<file path="config.mk">
export PLATFORM = sky130hd
export DESIGN_NAME = av1_rtp_keyframe_classifier_core
export DESIGN_NICKNAME = d
export VERILOG_FILES = /design/src/rtl/av1kf_pkg.sv /design/src/rtl/av1kf_parser.sv /design/src/rtl/av1_rtp_keyframe_classifier_core.sv
export SDC_FILE = /design/constraint.sdc
export NUM_CORES = 1
export LEC_CHECK = 0
export ABC_AREA = 1
export ABC_CLOCK_PERIOD_IN_PS = 8600
export BUFFER_PORTS_ARGS = -buffer_cell sky130_fd_sc_hd__buf_4
export CAP_MARGIN = 20
export CORE_UTILIZATION = 49
export CTS_CLUSTER_DIAMETER = 100
export DETAILED_ROUTE_END_ITERATION = 8
export PLACE_DENSITY = 0.66
export SYNTH_ARGS = -nofsm -noshare
export SYNTH_HDL_FRONTEND = slang
export SYNTH_SLANG_ARGS = --single-unit
export TNS_END_PERCENT = 10
</file>
<file path="constraint.sdc">
create_clock -name i_clk -period 8.6 [get_ports i_clk]
set_input_delay 0.86 -clock i_clk [delete_from_list [all_inputs] [get_ports i_clk]]
set_output_delay 0.86 -clock i_clk [all_outputs]
set_load 0.005 [all_outputs]
</file>
<file path="src/rtl/av1kf_pkg.sv">
package av1kf_pkg;

    // Width of the packet length count; fragment sizes are tracked with one extra bit.
    localparam int PACKET_LEN_BITS = 16;
    // Longest leb128 size field that is accepted.
    localparam int LEB_MAX_BYTES   = 10;

    localparam int ACC_W   = PACKET_LEN_BITS + 1;
    localparam int CNT_W   = $clog2(LEB_MAX_BYTES + 1);
    localparam int SHIFT_W = $clog2(7 * LEB_MAX_BYTES);
    localparam int SUM_W   = ACC_W + 8;

    localparam logic [ACC_W-1:0] ACC_MAX = {ACC_W{1'b1}};
    localparam logic [CNT_W-1:0] LEB_MAX = CNT_W'(LEB_MAX_BYTES);

    // OBU type of a sequence header.
    localparam logic [3:0] OBU_TYPE_SEQ_HDR = 4'd1;

    // Result status codes.
    localparam logic [1:0] STATUS_OK       = 2'd0;
    localparam logic [1:0] STATUS_BAD_SIZE = 2'd1;
    localparam logic [1:0] STATUS_OVERRUN  = 2'd2;

    typedef enum logic [2:0] {
        PH_HDR,
        PH_SIZE,
        PH_HEAD_SIZED,
        PH_SKIP,
        PH_HEAD_REST,
        PH_DONE
    } t_phase;

    typedef struct packed {
        logic [1:0] status;
        logic       key_frame;
        logic       last_in_frame;
        logic       first_in_frame;
    } t_result;

endpackage

</file>
<file path="src/rtl/av1kf_parser.sv">
module av1kf_parser (
    input  logic                i_clk,
    input  logic                i_rst_n,
    input  logic                i_valid,
    input  logic [7:0]          i_data_byte,
    input  logic                i_packet_start,
    input  logic                i_packet_end,
    output logic                o_res_valid,
    output av1kf_pkg::t_result  o_res
);

    av1kf_pkg::t_phase r_phase, n_phase;
    logic [1:0]                       r_obu_cnt, n_obu_cnt;
    logic                             r_starts, n_starts;
    logic                             r_ends, n_ends;
    logic [1:0]                       r_frag_idx, n_frag_idx;
    logic [av1kf_pkg::ACC_W-1:0]      r_acc, n_acc;
    logic [av1kf_pkg::CNT_W-1:0]      r_cnt, n_cnt;
    logic [av1kf_pkg::ACC_W-1:0]      r_left, n_left;
    logic                             r_key, n_key;
    logic [1:0]                       r_err, n_err;

    logic                             seq_hdr;
    logic [av1kf_pkg::SHIFT_W-1:0]    shift;
    logic [av1kf_pkg::SUM_W-1:0]      sum;
    logic [av1kf_pkg::ACC_W-1:0]      sat_acc;
    logic [av1kf_pkg::CNT_W-1:0]      cnt_inc;
    logic [av1kf_pkg::ACC_W-1:0]      left_dec;
    av1kf_pkg::t_phase                bf_phase;
    logic [1:0]                       bf_idx;

    // OBU header type check.
    assign seq_hdr = (i_data_byte[6:3] == av1kf_pkg::OBU_TYPE_SEQ_HDR);

    // Saturating leb128 accumulation of one size byte.
    always_comb begin
        shift   = av1kf_pkg::SHIFT_W'(r_cnt) * av1kf_pkg::SHIFT_W'(7);
        sum     = av1kf_pkg::SUM_W'(r_acc)
                + (av1kf_pkg::SUM_W'(i_data_byte[6:0]) << shift);
        cnt_inc = r_cnt + av1kf_pkg::CNT_W'(1);
        if (i_data_byte[6:0] == 7'd0) begin
            sat_acc = r_acc;
        end else if (shift >= av1kf_pkg::SHIFT_W'(av1kf_pkg::ACC_W)) begin
            sat_acc = av1kf_pkg::ACC_MAX;
        end else if (sum > av1kf_pkg::SUM_W'(av1kf_pkg::ACC_MAX)) begin
            sat_acc = av1kf_pkg::ACC_MAX;
        end else begin
            sat_acc = sum[av1kf_pkg::ACC_W-1:0];
        end
        left_dec = r_left - av1kf_pkg::ACC_W'(1);
    end

    // Next fragment: the one matching the OBU count is the rest; none after the second.
    always_comb begin
        bf_idx = r_frag_idx + 2'd1;
        if (r_frag_idx >= 2'd2) begin
            bf_phase = av1kf_pkg::PH_DONE;
            bf_idx   = r_frag_idx;
        end else if (bf_idx == r_obu_cnt) begin
            bf_phase = av1kf_pkg::PH_HEAD_REST;
        end else begin
            bf_phase = av1kf_pkg::PH_SIZE;
        end
    end

    // Next state and result for the byte in the input register.
    always_comb begin
        n_phase    = r_phase;
        n_obu_cnt  = r_obu_cnt;
        n_starts   = r_starts;
        n_ends     = r_ends;
        n_frag_idx = r_frag_idx;
        n_acc      = r_acc;
        n_cnt      = r_cnt;
        n_left     = r_left;
        n_key      = r_key;
        n_err      = r_err;
        o_res_valid = 1'b0;
        o_res       = '0;

        if (i_valid) begin
            if (i_packet_start || r_phase == av1kf_pkg::PH_HDR) begin
                // Aggregation header byte.
                n_key      = 1'b0;
                n_err      = av1kf_pkg::STATUS_OK;
                n_acc      = '0;
                n_cnt      = '0;
                n_left     = '0;
                n_frag_idx = 2'd0;
                n_starts   = ~i_data_byte[7];
                n_ends     = ~i_data_byte[6];
                n_obu_cnt  = i_data_byte[5:4];
                if (!i_data_byte[7]) begin
                    n_frag_idx = 2'd1;
                    if (i_data_byte[5:4] == 2'd1) begin
                        n_phase = av1kf_pkg::PH_HEAD_REST;
                    end else begin
                        n_phase = av1kf_pkg::PH_SIZE;
                    end
                end else begin
                    n_phase = av1kf_pkg::PH_DONE;
                end
            end else begin
                case (r_phase)
                    av1kf_pkg::PH_SIZE: begin
                        n_acc = sat_acc;
                        n_cnt = cnt_inc;
                        if (i_data_byte[7]) begin
                            if (cnt_inc >= av1kf_pkg::LEB_MAX) begin
                                n_err   = av1kf_pkg::STATUS_BAD_SIZE;
                                n_phase = av1kf_pkg::PH_DONE;
                            end
                        end else if (sat_acc == av1kf_pkg::ACC_MAX) begin
                            n_err   = av1kf_pkg::STATUS_OVERRUN;
                            n_phase = av1kf_pkg::PH_DONE;
                        end else if (sat_acc == '0) begin
                            // Zero-size fragment is skipped.
                            n_phase    = bf_phase;
                            n_frag_idx = bf_idx;
                            n_acc      = '0;
                            n_cnt      = '0;
                        end else begin
                            n_left  = sat_acc;
                            n_phase = av1kf_pkg::PH_HEAD_SIZED;
                        end
                    end
                    av1kf_pkg::PH_HEAD_SIZED, av1kf_pkg::PH_SKIP: begin
                        if (r_phase == av1kf_pkg::PH_HEAD_SIZED && seq_hdr) begin
                            n_key = 1'b1;
                        end
                        n_left = left_dec;
                        if (left_dec == '0) begin
                            if (n_key) begin
                                n_phase = av1kf_pkg::PH_DONE;
                            end else begin
                                n_phase    = bf_phase;
                                n_frag_idx = bf_idx;
                                n_acc      = '0;
                                n_cnt      = '0;
                            end
                        end else begin
                            n_phase = av1kf_pkg::PH_SKIP;
                        end
                    end
                    av1kf_pkg::PH_HEAD_REST: begin
                        if (seq_hdr) begin
                            n_key = 1'b1;
                        end
                        n_phase = av1kf_pkg::PH_DONE;
                    end
                    default: begin
                    end
                endcase
            end

            // Packet end: classify truncation, then report.
            if (i_packet_end) begin
                if (n_err == av1kf_pkg::STATUS_OK) begin
                    if (n_phase == av1kf_pkg::PH_SIZE && n_cnt != '0) begin
                        n_err = av1kf_pkg::STATUS_BAD_SIZE;
                    end else if (n_phase == av1kf_pkg::PH_HEAD_SIZED
                              || n_phase == av1kf_pkg::PH_SKIP) begin
                        n_err = av1kf_pkg::STATUS_OVERRUN;
                    end
                end
                o_res_valid          = 1'b1;
                o_res.first_in_frame = n_starts;
                o_res.last_in_frame  = n_ends;
                o_res.key_frame      = (n_err == av1kf_pkg::STATUS_OK) && n_key;
                o_res.status         = n_err;
                n_phase              = av1kf_pkg::PH_HDR;
            end
        end
    end

    // Parser state registers.
    always_ff @(posedge i_clk) begin
        if (!i_rst_n) begin
            r_phase    <= av1kf_pkg::PH_HDR;
            r_obu_cnt  <= '0;
            r_starts   <= 1'b0;
            r_ends     <= 1'b0;
            r_frag_idx <= '0;
            r_acc      <= '0;
            r_cnt      <= '0;
            r_left     <= '0;
            r_key      <= 1'b0;
            r_err      <= av1kf_pkg::STATUS_OK;
        end else begin
            r_phase    <= n_phase;
            r_obu_cnt  <= n_obu_cnt;
            r_starts   <= n_starts;
            r_ends     <= n_ends;
            r_frag_idx <= n_frag_idx;
            r_acc      <= n_acc;
            r_cnt      <= n_cnt;
            r_left     <= n_left;
            r_key      <= n_key;
            r_err      <= n_err;
        end
    end

endmodule

</file>
<file path="src/rtl/av1_rtp_keyframe_classifier_core.sv">
// AV1 RTP aggregation header parser and key frame classifier.
//
// Input channel (s_axis): one payload byte per transfer in s_axis_tdata, the
// aggregation header first. s_axis_tuser marks the first byte of a payload and
// s_axis_tlast marks the last one. A start mark in mid-packet drops the packet.
// Output channel (m_axis): one transfer per packet, made for the byte marked
// by s_axis_tlast, giving the Z and Y frame flags, the key frame flag and a
// status (ok, unreadable leb128 size, or size past the end of the payload).
//
// Each byte passes an input register, then the parser updates its state and,
// on the last byte, loads the result register. One byte is taken every cycle
// unless an end byte waits for the result register; the parser updates its
// state once for each byte taken.
// When m_axis_tready is low, the result waits in the output register while
// bytes that end no packet keep flowing; an end byte waits in the input
// register until the result register is free.
// Synchronous reset (i_rst_n low) empties both registers and returns the
// parser to waiting for an aggregation header.
module av1_rtp_keyframe_classifier_core (
    input  logic       i_clk,
    input  logic       i_rst_n,
    input  logic       s_axis_tvalid,
    output logic       s_axis_tready,
    input  logic [7:0] s_axis_tdata,   // [7:0] data_byte
    input  logic       s_axis_tuser,   // [0] packet_start
    input  logic       s_axis_tlast,   // packet_end
    output logic       m_axis_tvalid,
    input  logic       m_axis_tready,
    output logic [7:0] m_axis_tdata    // [0] first_in_frame, [1] last_in_frame,
                                       // [2] key_frame, [4:3] status, [7:5] zero
);

    logic               r_in_valid;
    logic [7:0]         r_in_byte;
    logic               r_in_start;
    logic               r_in_end;
    logic               r_out_valid;
    av1kf_pkg::t_result r_out;

    logic               advance;
    logic               res_valid;
    av1kf_pkg::t_result res;

    // A byte moves on unless it ends a packet and the result register is full and not being taken.
    assign advance       = r_in_valid && (!r_in_end || !r_out_valid || m_axis_tready);
    assign s_axis_tready = !r_in_valid || advance;

    // Input register.
    always_ff @(posedge i_clk) begin
        if (!i_rst_n) begin
            r_in_valid <= 1'b0;
        end else if (s_axis_tready) begin
            r_in_valid <= s_axis_tvalid;
        end
    end

    always_ff @(posedge i_clk) begin
        if (s_axis_tvalid && s_axis_tready) begin
            r_in_byte  <= s_axis_tdata;
            r_in_start <= s_axis_tuser;
            r_in_end   <= s_axis_tlast;
        end
    end

    av1kf_parser u_parser (
        .i_clk          (i_clk),
        .i_rst_n        (i_rst_n),
        .i_valid        (advance),
        .i_data_byte    (r_in_byte),
        .i_packet_start (r_in_start),
        .i_packet_end   (r_in_end),
        .o_res_valid    (res_valid),
        .o_res          (res)
    );

    // Result register.
    always_ff @(posedge i_clk) begin
        if (!i_rst_n) begin
            r_out_valid <= 1'b0;
        end else if (res_valid) begin
            r_out_valid <= 1'b1;
        end else if (m_axis_tready) begin
            r_out_valid <= 1'b0;
        end
    end

    always_ff @(posedge i_clk) begin
        if (res_valid) begin
            r_out <= res;
        end
    end

    assign m_axis_tvalid = r_out_valid;
    assign m_axis_tdata  = {3'b000, r_out};

endmodule

</file>
==> results.json <==
{
  "synth_commonest_cells": "nand2_1 (252), inv_1 (129), nor2_1 (116), a21oi_1 (85), nand3_1 (58)",
  "fp.dieH_um": 112.7,
  "track_usage": 0.2702,
  "grt-ovfl-total": 0,
  "power_leakage_uw": 0.003149,
  "max_freq_mhz": 212.0,
  "crit_top_cell": "nand2_1",
  "drive_gt1_frac": 0.09816,
  "ctsRootBufferMaster": "clkbuf_16",
  "postRouteAntennaNets": 0,
  "synth-main-ff-cell": "dfxtp_1",
  "fin_ws_ns": 3.883,
  "intPower_uw": 643.1,
  "clock_latency_ns": 0.34,
  "endpoint_kind": "register",
  "cts.sinks": 67,
  "swShare": 0.3448,
  "met2_usage": 0.4284,
  "rows": 40,
  "power_uw": 981.5,
  "netlist.area_leader.share": 0.1733,
  "via_per_inst": 5.368,
  "rsz0062_at_grt": "false",
  "clock_path_buffers": 2,
  "gp_congestion": 0.9208,
  "area_delta_synth_final_pct": 7.976,
  "final_nets": 1021,
  "p_clk_frac": 0.368,
  "yosysWarnings": 0,
  "die_area_sq_um": 12710,
  "ctsResizeCount": 0,
  "cp_slowest_stage_delay_ns": 0.42,
  "drv_cap": 0,
  "wl_um": 16320,
  "core-area_sq_um": 11960,
  "io_buffer_count": 20,
  "yosysMostFrequentCell": "nand2_1",
  "drtIter0Drc": 552,
  "postCtsHoldBufs": 0,
  "async_flop_share": 0,
  "drc_errors": 0,
  "route.detailed.wl_per_inst_um": 14.51,
  "powerDensity_nw_per_um2": 151.3,
  "comb_power_share": 0.274,
  "setup_viol": 0,
  "gr-usage-met3": 0.02892,
  "antenna_found_initial": 0,
  "synth_area_sq_um": 6008,
  "grtUsageMet1": 0.3742,
  "num_io_pins": 24,
  "top_usage_layer": "met2",
  "finalSetupTns_ns": 0,
  "stdcell_area_sq_um": 6487,
  "hpwl_um": 12510,
  "finClkSkew_ns": 0.006348,
  "hold_viol": 0,
  "crit_path_max_fanout": 17,
  "seqPwrFrac": 0.358,
  "period_needed_ns": 4.717,
  "worstPathRequired_ns": 8.70,
  "preCtsSetupSlack_ns": 3.918,
  "switching_power_uw": 338.4,
  "critPathKind": "reg -> reg",
  "crit_slowest_cell": "dfxtp_1",
  "initial_core_util": 0.5023,
  "hold_class": "reg -> reg",
  "max-slew-margin-rel": 0.5112,
  "grt_max_degree": 35,
  "vias": 6039,
  "cts_setup_buffers": 0,
  "post_synth.cell_area_avg_sq_um": 6.226,
  "grt_pass1_wl_um": 27280,
  "first_pass_iters": 5,
  "status": "complete, no violations",
  "antenna_cells": 0,
  "netlist_instances": 965,
  "yosysTopAreaCell": "dfxtp_1",
  "grt_pass1_vias": 5649,
  "dieWidth_um": 112.7,
  "synth.distinct_cells": 43,
  "fin_crit_sh": 0.5485,
  "cts_buffers": 9,
  "synthTopCellsByArea": "dfxtp_1 (17%), nand2_1 (16%), inv_1 (8.1%)",
  "clk_pin_slew_worst_paths_ns": 0.06,
  "nFillCells": 1191,
  "finalNonFillerCells": 1125,
  "dp_cells": 1109,
  "ys_seq_area_frac": 0.2482,
  "finalMaxSlewViolations": 0,
  "synth-edff-count": 15,
  "place_area_sq_um": 6200,
  "tightest_slew_ns": 0.7287,
  "arrival_ns": 4.82,
  "peakVddDrop_mv": 0.1108,
  "synth-seq-cells": 67,
  "cts_tree": "done",
  "htreeDepth": 3,
  "worstSetupStartpointType": "register"
}
==> worst max-delay path: cells and delay by family, from the launching register on <==
kind,cells,cell delay [ns]
flops,1,0.42
simple gates,26,2.94
fa+ha+maj,2,0.63
buf+inv,4,0.46
==> metrics by stage <==
step | hold WS, ns | util
floorplan | 0.4422 | -
finish | 0.4686 | 0.5424
global placement | 0.4501 | 0.5183
global route | 0.5102 | 0.5424
detailed placement | 0.4567 | 0.5183
CTS | 0.4650 | 0.5424
==> registers in the layout, indices dropped and copies added, names as in the netlist <==
name                 cells
r_in_valid               1
u_parser.r_starts        1
u_parser.r_ends          1
r_in_byte                8
m_axis_tdata             5
u_parser.r_cnt           4
u_parser.r_err           2
u_parser.r_acc          17
u_parser.r_key           1
u_parser.r_left         17
u_parser.r_obu_cnt       2
u_parser.r_phase         3
u_parser.r_frag_idx      2
r_in_end                 1
m_axis_tvalid            1
r_in_start               1
==> final timing paths <==
kind | startpoint | endpoint | slack (ns) | cells past startpoint
min | u_parser.r_ends | u_parser.r_ends | 0.47 | 2
max | u_parser.r_cnt[3] | m_axis_tdata[2] | 3.88 | 32
max reg2reg | u_parser.r_cnt[3] | m_axis_tdata[2] | 3.88 | 32
min reg2reg | u_parser.r_ends | u_parser.r_ends | 0.47 | 2
==> kinds of logic (layout without fill, tap and decap cells) <==
kind of cell,count (synthesis),in the layout,synth area share
AO/OA/AOI/OAI,148,148,0.1304
XOR/XNOR,26,26,0.03790
adder cells (fa/ha/maj),34,34,0.07705
buffers and inverters,166,177,0.1158
flip-flops,67,67,0.2482
other,1,3,0.0006241
AND/OR/NAND/NOR,523,523,0.3900
==> layout by cell type, fill, tap and decap left out, types with 5 or more instances in the layout <==
cell type,count
edfxtp_1,15
or2_2,20
xnor2_1,6
a21oi_1,85
fa_1,5
nor2_1,116
clkbuf_16,9
inv_1,129
nand4_1,27
nor3_1,12
nor2_4,5
xor2_1,20
o21ai_1,10
ha_1,29
nor2_2,10
dfxtp_1,52
buf_4,23
o21ai_0,40
nand3_1,58
nand2_2,7
nand2_1,252
==> cell type report <==
| cell class | count | area (sq um) | area share |
|---|---|---|---|
| clock buffer | 11 | 232.7 | 0.03587 |
| clock inverter | 5 | 55.05 | 0.008486 |
| tap | 147 | 183.9 | 0.02835 |
| timing repair buffer | 23 | 172.7 | 0.02662 |
| inverter | 138 | 523.0 | 0.08062 |
| multi-input combinational | 734 | 3829 | 0.5902 |
| sequential | 67 | 1491 | 0.2299 |
==> per-layer routing <==
layer	vias to the layer above	wire length, um
li1	3122	-
met4	0	449
met2	165	7217
met5	-	0
met3	29	748
met1	2723	7904
==> power groups by stage <==
| stage | Clock (uW) | Sequential (uW) | Combinational (uW) |
|---|---|---|---|
| finish | 361 | 352 | 269 |
| global route | 379 | 353 | 304 |
| CTS | 368 | 351 | 266 |
| detailed placement | 0 | 358 | 263 |
| global placement | 0 | 357 | 263 |
| floorplan | 0 | 352 | 207 |
No activity file was read; power rests on OpenSTA's default activity.
